**src/sv/mcv_pkg.sv**
```systemverilog
// Package for the motion completion verifier: widths, codes, token struct.
// Used by every module of the block; depends on nothing.
package mcv_pkg;

    localparam int COORD_W     = 24;
    localparam int TOL_W       = 20;
    localparam int TMO_W       = 16;
    localparam int WAIT_W      = 17;
    localparam int DIFF_W      = COORD_W + 1;
    localparam int SQ_W        = 2 * COORD_W + 1;
    localparam int SUM_W       = SQ_W + 2;
    localparam int TOLSQ_W     = 2 * TOL_W;
    localparam int MAX_LANES   = 6;
    localparam int CART_LANES  = 3;
    localparam int NUM_JOINTS_DEF = 6;

    localparam logic [TMO_W-1:0]  TIMEOUT_RST = TMO_W'(2000);
    localparam logic [WAIT_W-1:0] WAIT_MAX    = {WAIT_W{1'b1}};

    localparam logic [2:0] FUNC_TICK   = 3'd0;
    localparam logic [2:0] FUNC_REPORT = 3'd1;
    localparam logic [2:0] FUNC_LIN    = 3'd2;
    localparam logic [2:0] FUNC_JCART  = 3'd3;
    localparam logic [2:0] FUNC_JOINT  = 3'd4;
    localparam logic [2:0] FUNC_UNSUP  = 3'd5;

    localparam logic [1:0] FB_BUSY     = 2'd0;
    localparam logic [1:0] FB_ACCEPTED = 2'd1;
    localparam logic [1:0] FB_REACHED  = 2'd2;
    localparam logic [1:0] FB_FAILED   = 2'd3;

    typedef enum logic [1:0] {
        KIND_LIN   = 2'd0,
        KIND_JCART = 2'd1,
        KIND_JOINT = 2'd2,
        KIND_UNSUP = 2'd3
    } t_kind;

    typedef enum logic [1:0] {
        PH_IDLE   = 2'd0,
        PH_WAIT   = 2'd1,
        PH_MOVING = 2'd2
    } t_phase;

    typedef struct packed {
        logic       verify;
        logic [1:0] fb;
        t_kind      kind;
    } t_tok;

endpackage

```
**src/sv/mcv_merge.sv**
```systemverilog
// Merging stage: combines the lane results into the verification answer.
// Depends on mcv_pkg.
module mcv_merge (
    input  mcv_pkg::t_tok                     i_tok,
    input  logic [mcv_pkg::SQ_W-1:0]          i_sq_0,
    input  logic [mcv_pkg::SQ_W-1:0]          i_sq_1,
    input  logic [mcv_pkg::SQ_W-1:0]          i_sq_2,
    input  logic [mcv_pkg::MAX_LANES-1:0]     i_ok,
    input  logic [mcv_pkg::TOLSQ_W-1:0]       i_tolsq,
    output logic [1:0]                        o_fb
);
    import mcv_pkg::*;

    logic [SUM_W-1:0] sum;
    logic             pass;

    assign sum = SUM_W'(i_sq_0) + SUM_W'(i_sq_1) + SUM_W'(i_sq_2);

    always_comb begin
        unique case (i_tok.kind)
            KIND_LIN, KIND_JCART: pass = (sum <= SUM_W'(i_tolsq));
            KIND_JOINT:           pass = &i_ok;
            default:              pass = 1'b0;
        endcase
        if (i_tok.verify) begin
            o_fb = pass ? FB_REACHED : FB_FAILED;
        end else begin
            o_fb = i_tok.fb;
        end
    end
endmodule

```
**config.mk**
```make
export PLATFORM = sky130hd
export DESIGN_NAME = mcv_merge
export DESIGN_NICKNAME = d
export VERILOG_FILES = /design/src/sv/mcv_pkg.sv /design/src/sv/mcv_merge.sv
export SDC_FILE = /design/constraint.sdc
export NUM_CORES = 1
export LEC_CHECK = 0
export ABC_AREA = 1
export BUFFER_PORTS_ARGS = -buffer_cell sky130_fd_sc_hd__buf_2
export CAP_MARGIN = 25
export CELL_PAD_IN_SITES_DETAIL_PLACEMENT = 0
export CELL_PAD_IN_SITES_GLOBAL_PLACEMENT = 2
export CORE_MARGIN = 2
export CORE_UTILIZATION = 29
export DETAILED_ROUTE_END_ITERATION = 16
export PLACE_DENSITY_LB_ADDON = 0.12
export SLEW_MARGIN = 5
export SYNTH_ARGS = -nofsm -noshare
export SYNTH_HDL_FRONTEND = slang
export SYNTH_SLANG_ARGS = --single-unit
```
**constraint.sdc**
```tcl
create_clock -name vclk -period 11
set_clock_uncertainty 0.1 [all_clocks]
set_input_delay 1.65 -clock vclk [all_inputs]
set_output_delay 1.65 -clock vclk [all_outputs]
set_load 0.005 [all_outputs]
```
Yosys cells after proc, flatten, opt, wreduce, memory -nomap -nowiden

Index checks and enable logic that the tools add are counted.

Output and inout bits: 2
Flip-flop bits (word level): 0
Word-level logic and storage cells: 11
Input bits: 198

$add $sub $neg: 2
Mux-type cells: 3
Equality and inequality tests: 2
$lt $le $gt $ge: 1
Reductions and logical operators: 3

Operators with widths:

| operator                                            | number |
|---|---|
| adder 50 x 49 -> 51 bit                             | 1 |
| less-or-equal comparator 51 x 40 -> 1 bit           | 1 |
| adder 49 x 49 -> 50 bit                             | 1 |
| AND reduction 6 bit                                 | 1 |
| equality test 2 x 1 -> 1 bit, second input constant | 1 |
| equality test 2 bit, second input constant          | 1 |
| zero test 2 bit                                     | 1 |
| two-way mux 2 bit                                   | 1 |
| one-hot mux 1 bit (2 select lines)                  | 1 |
| OR reduction 2 bit                                  | 1 |
| two-way mux 1 bit                                   | 1 |

Logic depth before layout (Yosys ltp)

Depth in word-level cells: 6
Depth in mapped cells: 29
Gate-level depth less buffers: 29

Worst setup path after synthesis

OpenSTA, ideal clock, no wires.

Kind: in2out
From: in i_sq_0[1] in the netlist's numbering
To: out o_fb[0]
Arrival: 4.927 ns
Slack: 4.323 ns
Path buffers: 0
Stages: 22
Required time: 9.250 ns
Cell sequence: fa_1 ha_1 inv_1 fa_1 inv_1 nand3_1 nand3_1 nand3_1 nand3_1 a31oi_1 nor2_1 nor2_1 xnor2_1 ha_1 inv_1 nor3_1 nand4_1 or3b_2 nand2_1 nand4_1 nand2_1 nand2_1

Longest elaborated chain between the ends: 6

Ends and longest elaborated chain:

| element                                   | line            | RTL |
|---|---|---|
| start, declared                           | mcv_merge.sv:5  | `input logic [mcv_pkg::SQ_W-1:0] i_sq_0,` |
| adder 49 x 49 -> 50 bit                   | mcv_merge.sv:17 | `assign sum = SUM_W'(i_sq_0) + SUM_W'(i_sq_1) + SUM_W'(i_sq_2);` |
| adder 50 x 49 -> 51 bit                   | mcv_merge.sv:17 |  |
| less-or-equal comparator 51 x 40 -> 1 bit | mcv_merge.sv:21 | `KIND_LIN, KIND_JCART: pass = (sum <= SUM_W'(i_tolsq));` |
| one-hot mux 1 bit (2 select lines)        | mcv_merge.sv:20 | `unique case (i_tok.kind)` |
| two-way mux 1 bit                         | mcv_merge.sv:26 | `o_fb = pass ? FB_REACHED : FB_FAILED;` |
| two-way mux 2 bit                         | mcv_merge.sv:25 | `if (i_tok.verify) begin` |
| end, declared                             | mcv_merge.sv:10 | `output logic [1:0] o_fb` |

Every way passes these cells.

Final worst setup path

Same ends and word-level chain as after synthesis.

==> results.md <==
- Final #Nets: 1613
- Avg Inst Size Synth: 5.754 um2
- Status: finished clean
- Crit path depth: 24
- Slowest stage delay, CP: 0.53 ns
- Synth warn: 0
- Sequential fraction of the synthesis area: 0%
- Total gr overflow: 0
- GRT Overall Usage: 18.84%
- Crit path capture type: primary output
- Pre-antenna DRT Iters: 6
- First-pass GRT wire length: 33640 um
- DR vias: 6742
- Area grow syn2layout: 21.74%
- PwrDens: 103.7 nW/um2
- Top cell by count, worst path: nand3_1
- Max VDD drop: 0.03813 mV
- Gate Count Post-Synth: 1075
- Critical Path End: o_fb[0]
- Share of cells above drive strength 1: 19.69%
- CP Data Arrival Time: 6.05 ns
- Clock buf count: 0
- Max-slew headroom: 65.52%
- Violation count after the first detailed-route iteration: 202
- Worst EP required: 9.25 ns
- F_max: 128.2 MHz
- Area leader, netlist: nand2_1
- CP Class: input port to primary output
- Grt met2 use: 36.46%
- Synthesized area: 6186 um2
- RSZ-0062 raised after global routing: false
- Postcts setup bufs: 0
- Syn_nets: 1411
- Die ar.: 22520 um2
- N_diodes: 0
- Pleak: 4.577 nW
- Seq cells: 0
- Net Sw Frac: 63.33%
- Num ports: 200
- Initial antenna violation count: 0
- Sequential share of power: 0%
- CP max stage cell: fa_1
- Largest net degree at the start of global routing: 7
- Final RePlAce weighted congestion: 0.8839
- Post-route antenna net violation count: 0
- Die Wd: 150.1 um
- Core area: 20960 um2
- Share of the synthesized area in the top cell type: 24.03%
- Slew Limit Fails: 0
- CP Cell Sequence: buf_2 -> fa_1 -> ha_1 -> inv_1 -> fa_1 -> inv_1 -> nand3_1 -> nand3_1 -> nand3_1 -> nand3_1 -> a31oi_1 -> nor2_1 -> nor2_1 -> xnor2_1 -> ha_1 -> inv_1 -> nor3_1 -> nand4_1 -> or3b_2 -> nand2_1 -> nand4_1 -> nand2_1 -> nand2_1 -> buf_2
- CP Max Fanout: 4
- M3 GR Usage: 0.2744%
- Global routing's busiest layer: met2
- PortBufs: 200
- WL per Instance: 13.59 um
- Period utilisation layout: 70.89%
- Vias in the first global route: 6969
- Post-Route WL: 21070 um
- Area contributors post-synth: nand2_1 (24%), ha_1 (18%), fa_1 (16%)
- Hold Crit Class: input port to primary output
- GR met1 Demand/Resource: 24.42%
- Net Sw Power: 0.4947 mW
- Starting Density: 29.52%
- Crit path buffers/inverters: 5
- Synth unique cells: 30
- Clk pwr share: 0%
- CTS-repair resized insts: 0
- Final setup vio count: 0
- Hpwl dp: 19830 um
- Minimum clock period: 7.798 ns
- Fraction of power consumed by combinational cells: 100.0%
- Pint: 0.2865 mW
- CP top delay family: simple AND/OR/NAND/NOR gates
- Final Hold Fails: 0
- Setup_tns: 0 ns
- Count of hold buffers inserted by post-cts repair: 0
- Worst setup path startpoint: i_sq_0[1]
- # DRC: 0
- Total power: 0.7812 mW
- Vias/cell: 4.350
- Max Cap Viol: 0
- Chip height: 150.1 um
- Row cnt: 53
- Register area: 0 um2
- Worst-Margin Slew: 0.5118 ns
- Startpoint Class: input port
power by group through the flow:
stage / registers (mW) / logic (mW) / clock network, mW
after floorplan: 0 / 0.545 / 0
after global placement: 0 / 0.793 / 0
after detailed placement: 0 / 0.790 / 0
after CTS: 0 / 0.795 / 0
after global routing: 0 / 0.907 / 0
final: 0 / 0.781 / 0
synthesized netlist by cell type (all sizes together) (7+ instances only):
| cell type | instances |
|---|---|
| nand2 | 407 |
| inv | 254 |
| nor2 | 97 |
| ha | 88 |
| a21oi | 51 |
| fa | 50 |
| nand3 | 31 |
| xnor2 | 19 |
| xor2 | 18 |
| nand4 | 13 |
| nor3 | 12 |
| o21ai | 10 |
| a31oi | 7 |
worst min-delay path: cells and delay by family:
family	cells	cell delay [ns]
buffers and inverters	2	0.17
and+or+nand+nor	1	0.09
through the flow:
step / std cells / cell area, um2 / utilization (%) / worst slack [ns] / hold WS, ns
2_1_floorplan: 1075 / 6186 / - / 4.323 / 3.285
3_3_place_gp: 1550 / 7531 / 35.94 / 3.167 / 3.448
3_5_place_dp: 1550 / 7531 / 35.94 / 3.149 / 3.455
4_1_cts: 1550 / 7531 / 35.94 / 3.134 / 3.455
5_1_grt: 1550 / 7531 / 35.94 / 2.917 / 3.475
6_report: 1550 / 7531 / 35.94 / 3.202 / 3.454
how the worst min path moves through the flow:
stage	cells after the start	start	slack (ns)	endpoint
floorplan	1	i_tok[3]	3.29	o_fb[1]
global placement	3	i_tok[3]	3.45	o_fb[1]
detailed placement	3	i_tok[3]	3.46	o_fb[1]
CTS	3	i_tok[3]	3.46	o_fb[1]
global route	3	i_tok[3]	3.47	o_fb[1]
finish	3	i_tok[3]	3.45	o_fb[1]
placed cells by master, fill, tap and decap left out, types with 2 or more instances in the layout:
cell	Yosys	routed
nor3_2	3	3
a31oi_1	7	7
o21ai_0	10	10
ha_1	88	88
and2_1	2	2
nand3_1	31	31
nand2_2	11	11
fa_1	50	50
nor2_2	20	20
nor2_1	72	72
nand2_1	396	396
o21a_1	2	2
nand4_1	13	13
nor4_1	2	2
a21oi_1	51	51
xnor2_1	19	19
nor3_1	9	9
buf_2	0	200
inv_1	245	245
a21o_1	2	2
nor2_4	5	5
inv_2	9	9
o21bai_1	3	3
xor2_1	18	18
kinds of logic after synthesis:
logic type | Yosys count | synth area share, %
AND/OR/NAND/NOR | 569 | 38.69
buffers and inverters | 255 | 15.47
adder cells (fa/ha/maj) | 138 | 33.98
AO/OA/AOI/OAI | 76 | 6.614
XOR/XNOR | 37 | 5.239
per-layer routing:
layer / vias up / wire length, um
li1: 3648 / -
met1: 2951 / 9600
met2: 137 / 10640
met3: 6 / 727
met4: 0 / 99
met5: - / 0
area by class of cell:
cell class | count | area, um2
Fill cell | 2516 | 13420
Inverter | 255 | 957.2
Multi-Input combinational cell | 820 | 5229
Tap cell | 275 | 344.1
Timing Repair Buffer | 200 | 1001
Power figures use the tool's default switching activity.
