==> src/sv/mcv_pkg.sv <==
// Package for the motion completion verifier: widths, codes, token struct.
// Used by every module of the block; depends on nothing.
package mcv_pkg;

    localparam int COORD_W     = 24;
    localparam int TOL_W       = 20;
    localparam int TMO_W       = 16;
    localparam int WAIT_W      = 17;
    localparam int DIFF_W      = COORD_W + 1;
    localparam int SQ_W        = 2 * COORD_W + 1;
    localparam int SUM_W       = SQ_W + 2;
    localparam int TOLSQ_W     = 2 * TOL_W;
    localparam int MAX_LANES   = 6;
    localparam int CART_LANES  = 3;
    localparam int NUM_JOINTS_DEF = 6;

    localparam logic [TMO_W-1:0]  TIMEOUT_RST = TMO_W'(2000);
    localparam logic [WAIT_W-1:0] WAIT_MAX    = {WAIT_W{1'b1}};

    localparam logic [2:0] FUNC_TICK   = 3'd0;
    localparam logic [2:0] FUNC_REPORT = 3'd1;
    localparam logic [2:0] FUNC_LIN    = 3'd2;
    localparam logic [2:0] FUNC_JCART  = 3'd3;
    localparam logic [2:0] FUNC_JOINT  = 3'd4;
    localparam logic [2:0] FUNC_UNSUP  = 3'd5;

    localparam logic [1:0] FB_BUSY     = 2'd0;
    localparam logic [1:0] FB_ACCEPTED = 2'd1;
    localparam logic [1:0] FB_REACHED  = 2'd2;
    localparam logic [1:0] FB_FAILED   = 2'd3;

    typedef enum logic [1:0] {
        KIND_LIN   = 2'd0,
        KIND_JCART = 2'd1,
        KIND_JOINT = 2'd2,
        KIND_UNSUP = 2'd3
    } t_kind;

    typedef enum logic [1:0] {
        PH_IDLE   = 2'd0,
        PH_WAIT   = 2'd1,
        PH_MOVING = 2'd2
    } t_phase;

    typedef struct packed {
        logic       verify;
        logic [1:0] fb;
        t_kind      kind;
    } t_tok;

endpackage

==> src/sv/mcv_lane.sv <==
// One compare lane: absolute error, then its square and the per-axis limit check.
// Depends on mcv_pkg.
module mcv_lane (
    input  logic                              i_clk,
    input  logic                              i_en_a,
    input  logic                              i_en_b,
    input  logic signed [mcv_pkg::COORD_W-1:0] i_actual,
    input  logic signed [mcv_pkg::COORD_W-1:0] i_target,
    input  logic        [mcv_pkg::TOL_W-1:0]   i_tol,
    output logic        [mcv_pkg::SQ_W-1:0]    o_sq,
    output logic                              o_ok
);
    import mcv_pkg::*;

    logic signed [DIFF_W-1:0] diff;
    logic        [DIFF_W-1:0] n_mag;
    logic        [DIFF_W-1:0] r_mag;
    logic        [2*DIFF_W-1:0] prod;
    logic        [SQ_W-1:0]   r_sq;
    logic                     r_ok;

    assign diff  = DIFF_W'(i_actual) - DIFF_W'(i_target);
    assign n_mag = diff[DIFF_W-1] ? DIFF_W'(-diff) : DIFF_W'(diff);
    assign prod  = r_mag * r_mag;

    always_ff @(posedge i_clk) begin
        if (i_en_a) begin
            r_mag <= n_mag;
        end
        if (i_en_b) begin
            r_sq <= prod[SQ_W-1:0];
            r_ok <= (r_mag <= DIFF_W'(i_tol));
        end
    end

    assign o_sq = r_sq;
    assign o_ok = r_ok;
endmodule

==> config.mk <==
export PLATFORM = sky130hd
export DESIGN_NAME = mcv_lane
export DESIGN_NICKNAME = d
export VERILOG_FILES = /design/src/sv/mcv_pkg.sv /design/src/sv/mcv_lane.sv
export SDC_FILE = /design/constraint.sdc
export NUM_CORES = 1
export LEC_CHECK = 0
export ABC_CLOCK_PERIOD_IN_PS = 8300
export BUFFER_PORTS_ARGS = -buffer_cell sky130_fd_sc_hd__buf_4
export CAP_MARGIN = 5
export CORE_MARGIN = 5
export CORE_UTILIZATION = 65
export CTS_CLUSTER_DIAMETER = 80
export CTS_CLUSTER_SIZE = 10
export DETAILED_ROUTE_END_ITERATION = 8
export GPL_ROUTABILITY_DRIVEN = 0
export PLACE_DENSITY = 0.81
export REMOVE_ABC_BUFFERS = 1
export SYNTH_ARGS = -nofsm -noshare
export SYNTH_HDL_FRONTEND = slang
export SYNTH_SLANG_ARGS = --single-unit
==> constraint.sdc <==
create_clock -name i_clk -period 8.3 [get_ports i_clk]
set_input_delay 0.415 -clock i_clk [delete_from_list [all_inputs] [get_ports i_clk]]
set_output_delay 0.415 -clock i_clk [all_outputs]
set_load 0.005 [all_outputs]
-- Word-level counts from Yosys, hierarchy flattened
Index checks and enable logic that the tools add are counted.
- add/subtract/negate cells: 2
- mux-type cells: 1
- magnitude comparators: 1
- $mul: 1
- operators by type and width (operator ; number):
    multiplier 25 x 25 -> 49 bit ; 1
    less-or-equal comparator 25 x 20 -> 1 bit ; 1
    negation 25 bit ; 1
    subtractor 24 x 24 -> 25 bit ; 1
    two-way mux 24 bit ; 1
- logic and storage cells: 9
- register bits after elaboration: 75

-- Longest topological paths before layout
Gate-level depths: netlist (run 1).
- depth after elaboration: 3
- mapped depth: 28
- depth with buffers taken out: 27

-- Least setup slack after synthesis (run 1)
Ideal clock, no wire load.
- path kind: reg2reg
- start: register r_mag[2]
- end: register r_sq[48], in the netlist o_sq[48] (data pin)
- slack: 0.999 ns
- arrival: 7.041 ns
- cell stages (with the launch flop): 29
- required time: 8.041 ns
- clock period less this slack: 7.301 ns
- path through: edfxtp_1 clkbuf_1 clkbuf_1 nand2_1 fa_1 inv_1 fa_1 inv_1 fa_1 inv_1 fa_1 inv_1 fa_1 inv_1 fa_1 inv_1 fa_1 inv_1 ha_1 a21o_1 a21o_1 a21oi_1 nand3_1 o211ai_1 o41ai_1 a211oi_1 o21ai_0 a21oi_1 xnor2_1
- cells in the longest elaborated chain, start to end: 1
- ends and longest elaborated chain (item ; line ; text):
    start: declaration ; mcv_lane.sv:17 ; logic [DIFF_W-1:0] r_mag;
    start signal: assignment ; mcv_lane.sv:28 ; r_mag <= n_mag;
    multiplier 25 x 25 -> 49 bit ; mcv_lane.sv:24 ; assign prod = r_mag * r_mag;
    net prod[48] ; mcv_lane.sv:18 ; logic [2*DIFF_W-1:0] prod;
    end signal: assignment ; mcv_lane.sv:31 ; r_sq <= prod[SQ_W-1:0];
    end: declaration ; mcv_lane.sv:19 ; logic [SQ_W-1:0] r_sq;
The timed path passes the listed nets, and every way through them passes these cells.
A chain may end at the register's enable or synchronous reset.

-- Worst setup path in the final report (run 1)
- start: register r_mag[2]
- end: register r_sq[43], in the netlist o_sq[43] (data pin)
The elaborated chain is that of the path after synthesis.

==> results of run 1 <==
-- repair_timing --
item | CTS | global route
buffers inserted | 0 | 1
hold endpoints to repair | 0 | 0
endpoints found under the setup margin | 0 | 2
-- worst max path at each step --
stage | start | end | slack (ps) | cells after the start
after floorplan | r_mag[12] | o_sq[48] | 1210 | 27
after global placement | r_mag[5] | o_sq[48] | 660 | 26
after detailed placement | r_mag[5] | o_sq[48] | 420 | 26
after CTS | r_mag[5] | o_sq[48] | 390 | 26
after global routing | r_mag[2] | o_sq[45] | 9 | 25
final | r_mag[2] | o_sq[43] | 370 | 25
-- cell usage after synthesis (5+ instances only) --
cell	count	area, sq um
a21oi_1	79	395
xnor2_1	67	587
nor2_1	84	315
a21o_1	43	323
a211oi_1	5	37.5
edfxtp_1	74	2220
nor4_1	6	37.5
ha_1	226	2830
o21a_1	14	105
nand2b_1	9	56.3
o21bai_1	8	60.1
nor2b_1	14	87.6
xor2_1	30	263
inv_1	713	2680
a31oi_1	8	50.1
o211ai_1	9	67.6
fa_1	467	9350
nand2_1	190	713
and2_1	112	701
and3_1	13	81.3
nor3_1	18	90.1
o31ai_1	7	52.6
nand4_1	14	87.6
o21ai_0	31	155
nand3_1	19	95.1
clkbuf_1	58	218
-- layer usage --
metal | GRT usage (%) | up-vias
met1 | 38.1 | 8229
met4 | 11.2 | 0
met3 | 6.66 | 204
met2 | 51.3 | 745
met5 | 0 | -
li1 | - | 7385
-- through the flow --
step / utilization, % / cell area (sq um) / hold slack [ps]
after detailed placement: 69.6 / 23800 / 754
after global placement: 69.6 / 23800 / 753
after floorplan: - / 22000 / 527
after CTS: 70.4 / 24100 / 458
final: 70.4 / 24100 / 456
after global routing: 70.4 / 24100 / 462
-- state kept, by name (all words and copies together) (netlist names) --
name,count
o_ok,1
o_sq,48
r_mag,25
-- final cells by class --
cell class	instances	share of cell area [%]
Clock buffer	9	0.935
Clock inverter	7	0.182
Inverter	714	11.1
Multi-Input combinational cell	1537	71.1
Sequential cell	74	9.23
Tap cell	455	2.36
Timing Repair Buffer	162	5.05
-- logic make-up (layout without fill, tap and decap cells) --
| group | count (synthesis) | in the layout | synth area share, % |
|---|---|---|---|
| AND/OR/NAND/NOR | 505 | 505 | 11.1 |
| adder cells (fa/ha/maj) | 693 | 693 | 54.5 |
| other | 1 | 1 | 0.0168 |
| flip-flops | 74 | 74 | 9.95 |
| AO/OA/AOI/OAI | 238 | 238 | 7.04 |
| XOR/XNOR | 97 | 97 | 3.80 |
| multiplexers | 3 | 3 | 0.146 |
| buffers and inverters | 784 | 892 | 13.4 |
-- worst max-delay path: cells and delay by family (launching register included) --
| kind | cells | cell delay (ps) |
|---|---|---|
| AO/OA/AOI/OAI | 4 | 1210 |
| adder cells (fa/ha/maj) | 8 | 3920 |
| buffers and inverters | 6 | 560 |
| flip-flops | 1 | 660 |
| AND/OR/NAND/NOR | 7 | 1420 |
==> flow_metrics.env, run 1 <==
export IMPL_post_synth_instance_area_sq_mm=0.0223
export IMPL_max_stage_delay_ps=690
export IMPL_cts_path_max_buffers=2
export IMPL_gr_usage_all_layers_pct=30.1
export IMPL_grt_pass1_wl_um=92000
export IMPL_synth_seq_cells=74
export IMPL_reg2reg_depth=25
export IMPL_r2r_slack_ps=370
export IMPL_wl_met3_um=4680
export IMPL_die_area_sq_mm=0.0382
export IMPL_drt_pre_antenna_iters=6
export IMPL_async_flop_share_pct=0
export IMPL_route_detailed_drc=0
export IMPL_cts_tree="yes"
export IMPL_post_cts_resized=0
export IMPL_io_pins=121
export IMPL_finalMaxSlewViolations=0
export IMPL_antennaDiodeCount=0
export IMPL_grt_setup_unrepaired="false"
export IMPL_yosysUniqueCellTypes=78
export IMPL_setup_tns_ps=0
export IMPL_pre_cts_slack_ps=415
export IMPL_die_x_um=195
export IMPL_io_buffers=119
export IMPL_drive_gt1_share_pct=8.07
export IMPL_max_cap_violations=0
export IMPL_path_common_cell="fa_1"
export IMPL_grt_overflow=0
export IMPL_syn_inst=2395
export IMPL_critPathMaxFanout=15
export IMPL_fillers=2479
export IMPL_holdCritPathClass="in2reg"
export IMPL_cts_root_buf="clkbuf_16"
export IMPL_max_slew_margin_rel_pct=36.8
export IMPL_timing_final_crit_period_ps=7930
export IMPL_dpl_hpwl_um=47000
export IMPL_cts_hold_buffers_added=0
export IMPL_ys_warn_count=0
export IMPL_synth_area_per_cell_sq_um=9.33
export IMPL_start_kind="flop"
export IMPL_cts_sinks=74
export IMPL_antenna_found_initial=2
export IMPL_drt_met1_wl_um=21000
export IMPL_period_share_pct=95.6
export IMPL_coreArea_sq_mm=0.0342
export IMPL_outcome="completed"
export IMPL_holdCritStartpoint="i_en_a"
export IMPL_critical_path_class="reg2reg"
export IMPL_antenna_left=0
export IMPL_fin_nets=3262
export IMPL_drt_iter0_markers=1320
export IMPL_r2r_end="o_sq[43]"
export IMPL_clock_skew_ps=31.9
export IMPL_die_y_um=195
export IMPL_arrival_ps=8160
export IMPL_hold_depth=1
export IMPL_end_kind="flop"
export IMPL_worstHoldEndpoint="r_mag[13]"
export IMPL_synthFlopType="edfxtp_1"
export IMPL_wirelength_um=55200
export IMPL_via_count=16600
export IMPL_max_freq_mhz=126
export IMPL_layout_area_seq_sq_mm=0.00222
export IMPL_slowest_stage="a2111oi_1"
export IMPL_dp_cells=2941
export IMPL_finalSetupViolCount=0
export IMPL_final_cells=2958
export IMPL_clkLatencyLatePin_ps=380
export IMPL_htreeDepth=3
export IMPL_cts_buffers=9
export IMPL_tightest_slew_ps=942
export IMPL_yosysSeqAreaShare_pct=9.95
export IMPL_synth_edf_count=74
export IMPL_wl_met2_um=27100
export IMPL_cts_reportedPaths_clkPinSlew_ps=90
export IMPL_multiInputGateArea_sq_mm=0.0171
export IMPL_mostFrequentLayoutCell="inv_1"
export IMPL_initial_utilization_pct=65.3
export IMPL_placementRows=68
export IMPL_fin_ws_ps=369
export IMPL_grt_start_max_net_pins=50
export IMPL_crit_required_ps=8530
export IMPL_viasPerCell=5.60
export IMPL_area_growth_syn_to_layout_pct=7.79
export IMPL_wl_per_cell_um=18.7
export IMPL_hold_violations=0
export IMPL_r2r_start="r_mag[2]"
export IMPL_final_cell_mix="inv_1, fa_1, ha_1"
export IMPL_grt_pass1_vias=18600
export IMPL_top_layer="met4"
Power of run 1 is left out: the tool's default activity adds up to more than one toggle a clock period on the data nets, which glitch-free logic cannot reach.
==> run 2, diff against run 1 <==
--- a/config.mk
+++ b/config.mk
@@ -5,16 +5,16 @@
 export SDC_FILE = /design/constraint.sdc
 export NUM_CORES = 1
 export LEC_CHECK = 0
-export ABC_CLOCK_PERIOD_IN_PS = 8300
+export ABC_CLOCK_PERIOD_IN_PS = 6600
 export BUFFER_PORTS_ARGS = -buffer_cell sky130_fd_sc_hd__buf_4
 export CAP_MARGIN = 5
 export CORE_MARGIN = 5
-export CORE_UTILIZATION = 65
+export CORE_UTILIZATION = 59
 export CTS_CLUSTER_DIAMETER = 80
 export CTS_CLUSTER_SIZE = 10
 export DETAILED_ROUTE_END_ITERATION = 8
 export GPL_ROUTABILITY_DRIVEN = 0
-export PLACE_DENSITY = 0.81
+export PLACE_DENSITY = 0.77
 export REMOVE_ABC_BUFFERS = 1
 export SYNTH_ARGS = -nofsm -noshare
 export SYNTH_HDL_FRONTEND = slang
==> constraint.sdc (replaced) <==
create_clock -name i_clk -period 6.6 [get_ports i_clk]
set_input_delay 0.33 -clock i_clk [delete_from_list [all_inputs] [get_ports i_clk]]
set_output_delay 0.33 -clock i_clk [all_outputs]
set_load 0.005 [all_outputs]
==> run 2 against run 1 <==
Wire length is 25% higher. Global-route usage is 2.3 points higher. The flow now finishes with violations (negative setup slack). First-iteration DRC count is 16% higher. Clock skew is 12 ps lower. Register-to-register slack worse by 1000 ps. Critical endpoint is now o_sq[46]. Highest routed layer unchanged. Via count is 14% higher. Largest cell class unchanged. Count of clock-buffer cells in the layout stayed put. Die area is 9.6% higher. Worst hold slack worse by 79 ps. Critical path depth is 3 higher.
==> flow_metrics.env, run 2 (synthesis gave the netlist of run 1 again) <==
export IMPL_outcome="finished with violations"
export IMPL_violations="negative setup slack"
export IMPL_grt_start_max_net_pins=50
export IMPL_htreeDepth=3
export IMPL_die_y_um=205
export IMPL_cts_tree="yes"
export IMPL_drt_iter0_markers=1534
export IMPL_route_detailed_drc=0
export IMPL_path_common_cell="fa_1"
export IMPL_max_cap_violations=0
export IMPL_viasPerCell=5.57
export IMPL_hold_violations=0
export IMPL_io_pins=121
export IMPL_via_count=18900
export IMPL_antenna_left=0
export IMPL_finalMaxSlewViolations=0
export IMPL_timing_final_crit_period_ps=7260
export IMPL_placementRows=71
export IMPL_crit_buf_inv=9
export IMPL_max_slew_margin_rel_pct=32.9
export IMPL_pre_cts_slack_ps=-850
export IMPL_cts_root_buf="clkbuf_16"
export IMPL_timing_hold_ws_ps=377
export IMPL_crit_family="adder cells"
export IMPL_arrival_ps=7390
export IMPL_grt_setup_unrepaired="true"
export IMPL_io_buffers=119
export IMPL_area_growth_syn_to_layout_pct=26.2
export IMPL_grt_overflow=0
export IMPL_largest_reg_flops=48
export IMPL_max_stage_delay_ps=580
export IMPL_tightest_slew_ps=1000
export IMPL_wirelength_um=69100
export IMPL_end_kind="flop"
export IMPL_holdCritPathClass="in2reg"
export IMPL_clkLatencyLatePin_ps=390
export IMPL_cts_buffers=9
export IMPL_wl_per_cell_um=20.4
export IMPL_period_share_pct=110
export IMPL_setup_tns_ps=-8910
export IMPL_finalSetupViolCount=21
export IMPL_drt_pre_antenna_iters=5
export IMPL_coreArea_sq_mm=0.0375
export IMPL_die_x_um=205
export IMPL_antenna_found_initial=0
export IMPL_critical_path_class="reg2reg"
export IMPL_dpl_hpwl_um=52300
export IMPL_final_cells=3385
export IMPL_grt_pass1_vias=21100
export IMPL_clock_skew_ps=19.4
export IMPL_die_area_sq_mm=0.0419
export IMPL_dp_cells=3290
export IMPL_critPathMaxFanout=5
export IMPL_mostFrequentLayoutCell="inv_1"
export IMPL_cts_sinks=74
export IMPL_grt_pass1_wl_um=107000
export IMPL_max_freq_mhz=138
export IMPL_drive_gt1_share_pct=26.6
export IMPL_initial_utilization_pct=59.6
export IMPL_gr_usage_all_layers_pct=32.4
export IMPL_fin_ws_ps=-662
export IMPL_fin_nets=3634
export IMPL_crit_required_ps=6730
export IMPL_antennaDiodeCount=0
export IMPL_start_kind="flop"
export IMPL_cts_reportedPaths_clkPinSlew_ps=80
export IMPL_slowest_stage="fa_1"
export IMPL_cts_path_max_buffers=2
export IMPL_final_cell_mix="inv_1, buf_4, fa_1"
[run 2: changes by cell type in the layout (fill, tap and decap cells not counted), sizes merged]
cell / before / now
clkinv: 6 / 3
bufinv: 0 / 2
buf: 162 / 534
[run 2: worst reg2reg max path, delay by kind of cell (launching register included)]
family          cells  cell delay, ps
flops               1             360
buf+inv             9             960
simple gates        1              80
fa+ha+maj           8            3880
xor+xnor            1             150
compound gates      9            1570
[run 2: through the flow]
stage | utilization (%) | cell area [sq um]
6_report | 75.2 | 28200
5_1_grt | 75.2 | 28200
4_1_cts | 73.8 | 27700
3_5_place_dp | 69.9 | 26200
3_3_place_gp | 69.9 | 26200
2_1_floorplan | - | 22000
[run 2: worst paths after layout]
kind	startpoint	to	slack (ps)	cells after the start
worst max-delay path	r_mag[3]	o_sq[46]	-660	28
worst min-delay path	i_en_a	r_mag[3]	380	1
worst max register to register	r_mag[3]	o_sq[46]	-660	28
worst min register to register	r_mag[0]	o_sq[0]	870	2
[run 2: routing by layer]
layer / GRT usage, % / routed length [um] / up-vias
met5: 0 / 0 / -
met4: 16.3 / 4420 / 0
met3: 8.04 / 6340 / 311
met2: 55.7 / 33800 / 1055
met1: 38.0 / 24500 / 9373
li1: - / - / 8125
[run 2: final cells by class]
type,instances,area [sq um]
clock buffer,9,225
clock inverter,6,90.1
fill,2282,9300
inverter,714,2680
multi-input combinational,1537,18000
sequential,74,2220
tap,511,639
timing repair buffer,534,4380
[run 2: repair_timing]
action | in CTS | in global routing
gates cloned | 2 | 0
endpoints found under the setup margin | 25 | 30
resized for setup | 162 | 122
hold buffers | 0 | 0
setup buffers | 63 | 25
pin swaps | 94 | 80
Power of run 2 is left out for the same reason.
==> run 3, diff against run 2 <==
--- a/config.mk
+++ b/config.mk
@@ -16,6 +16,8 @@
 export GPL_ROUTABILITY_DRIVEN = 0
 export PLACE_DENSITY = 0.77
 export REMOVE_ABC_BUFFERS = 1
+export SKIP_LAST_GASP = 1
+export SLEW_MARGIN = 20
 export SYNTH_ARGS = -nofsm -noshare
 export SYNTH_HDL_FRONTEND = slang
 export SYNTH_SLANG_ARGS = --single-unit
==> run 3 against run 2 <==
The run still ends with negative setup slack left. Setup slack improved by 7.7 ps. Sequential share of layout area barely moved. Flip-flop and latch count did not move. Worst hold slack barely moved. Global-route usage barely moved. Via count fell by 0.87%. First-iteration DRC count rose by 1.4%. Cell area fell by 0.54%. Count of clock-buffer cells in the layout did not move. Clock skew fell by 1.2 ps. Register-to-register slack barely moved. Utilization fell by 0.40 points. Critical path type unchanged. Critical endpoint unchanged.
==> flow_metrics.env, run 3 (synthesis gave the netlist of run 1 again) <==
export IMPL_arrival_ps=7370
export IMPL_final_cell_mix="inv_1, buf_4, fa_1"
export IMPL_largest_reg_flops=48
export IMPL_timing_hold_ws_ps=378
export IMPL_r2r_start="r_mag[1]"
export IMPL_htreeDepth=3
export IMPL_cts_sinks=74
export IMPL_via_count=18700
export IMPL_route_detailed_drc=0
export IMPL_io_buffers=119
export IMPL_max_freq_mhz=138
export IMPL_critPathMaxFanout=4
export IMPL_tightest_slew_ps=993
export IMPL_fin_ws_ps=-654
export IMPL_setup_tns_ps=-8800
export IMPL_drt_iter0_markers=1556
export IMPL_dpl_hpwl_um=52300
export IMPL_grt_overflow=0
export IMPL_crit_required_ps=6720
export IMPL_path_common_cell="fa_1"
export IMPL_violations="negative setup slack"
export IMPL_cts_root_buf="clkbuf_16"
export IMPL_max_cap_violations=0
export IMPL_die_area_sq_mm=0.0419
export IMPL_placementRows=71
export IMPL_hold_depth=1
export IMPL_r2r_slack_ps=-650
export IMPL_dp_cells=3290
export IMPL_wirelength_um=67600
export IMPL_pre_cts_slack_ps=-850
export IMPL_antennaDiodeCount=0
export IMPL_initial_utilization_pct=59.6
export IMPL_top_layer="met4"
export IMPL_io_pins=121
export IMPL_reg2reg_depth=28
export IMPL_timing_final_crit_period_ps=7250
export IMPL_wl_per_cell_um=20.0
export IMPL_drt_pre_antenna_iters=8
export IMPL_cts_reportedPaths_clkPinSlew_ps=80
export IMPL_slowest_stage="fa_1"
export IMPL_clkLatencyLatePin_ps=390
export IMPL_r2r_end="o_sq[46]"
export IMPL_grt_setup_unrepaired="true"
export IMPL_mostFrequentLayoutCell="inv_1"
export IMPL_die_x_um=205
export IMPL_grt_start_max_net_pins=50
export IMPL_max_slew_margin_rel_pct=33.4
export IMPL_start_kind="flop"
export IMPL_viasPerCell=5.53
export IMPL_clock_skew_ps=18.2
export IMPL_cts_path_max_buffers=2
export IMPL_drive_gt1_share_pct=25.5
export IMPL_wl_met3_um=6540
export IMPL_holdCritStartpoint="i_en_a"
export IMPL_grt_pass1_wl_um=106000
export IMPL_die_y_um=205
export IMPL_finalSetupViolCount=23
export IMPL_wl_met2_um=33400
export IMPL_holdCritPathClass="in2reg"
export IMPL_fin_nets=3630
export IMPL_antenna_found_initial=0
export IMPL_worstSetupStartpoint="r_mag[1]"
export IMPL_cts_hold_buffers_added=0
export IMPL_area_growth_syn_to_layout_pct=25.5
export IMPL_worstHoldEndpoint="r_mag[1]"
export IMPL_finalMaxSlewViolations=0
export IMPL_period_share_pct=110
export IMPL_max_stage_delay_ps=560
export IMPL_end_kind="flop"
export IMPL_hold_violations=0
export IMPL_cts_tree="yes"
export IMPL_critical_path_class="reg2reg"
export IMPL_cts_buffers=9
export IMPL_coreArea_sq_mm=0.0375
export IMPL_outcome="finished with violations"
export IMPL_final_cells=3381
export IMPL_gr_usage_all_layers_pct=32.4
export IMPL_grt_pass1_vias=21100
export IMPL_drt_met1_wl_um=23600
export IMPL_antenna_left=0
[run 3: how the worst max path moves through the flow]
| stage | cells past startpoint | endpoint |
|---|---|---|
| floorplan | 27 | o_sq[48] |
| global placement | 26 | o_sq[48] |
| detailed placement | 28 | o_sq[48] |
| CTS | 30 | o_sq[46] |
| global route | 28 | o_sq[46] |
| finish | 28 | o_sq[46] |
[run 3: worst max-delay path, delay by kind of cell, from the launching register on]
kind	cells	cell delay [ps]
AOI/OAI and AO/OA	6	1180
xor gates and xnor gates	1	160
adders and majority gates	8	3820
buffers and inverters	10	950
DFF	1	430
and+or+nand+nor	3	450
[run 3: routing by layer]
layer	track usage [%]	vias to the layer above
li1	-	8114
met1	37.8	9269
met2	55.8	1020
met3	8.11	297
met4	16.3	0
met5	0	-
[run 3: area by class of cell]
class,count,area [sq um]
tap,511,639
clock buffer,9,225
clock inverter,6,90.1
timing repair buffer,530,4300
fill,2341,9450
multi-input combinational,1537,17900
sequential,74,2220
inverter,714,2680
[run 3: metrics by stage]
stage / util, % / area (sq um)
after global placement: 69.9 / 26200
after CTS: 73.7 / 27600
after global routing: 74.8 / 28000
final: 74.8 / 28000
after floorplan: - / 22000
after detailed placement: 69.9 / 26200
[run 3: what timing repair did]
item | 4_1_cts | 5_1_grt
setup buffers | 63 | 20
setup endpoints to repair | 25 | 30
cloned | 2 | 0
pin swaps | 91 | 72
resized for setup | 158 | 87
Power of run 3 is left out for the same reason.
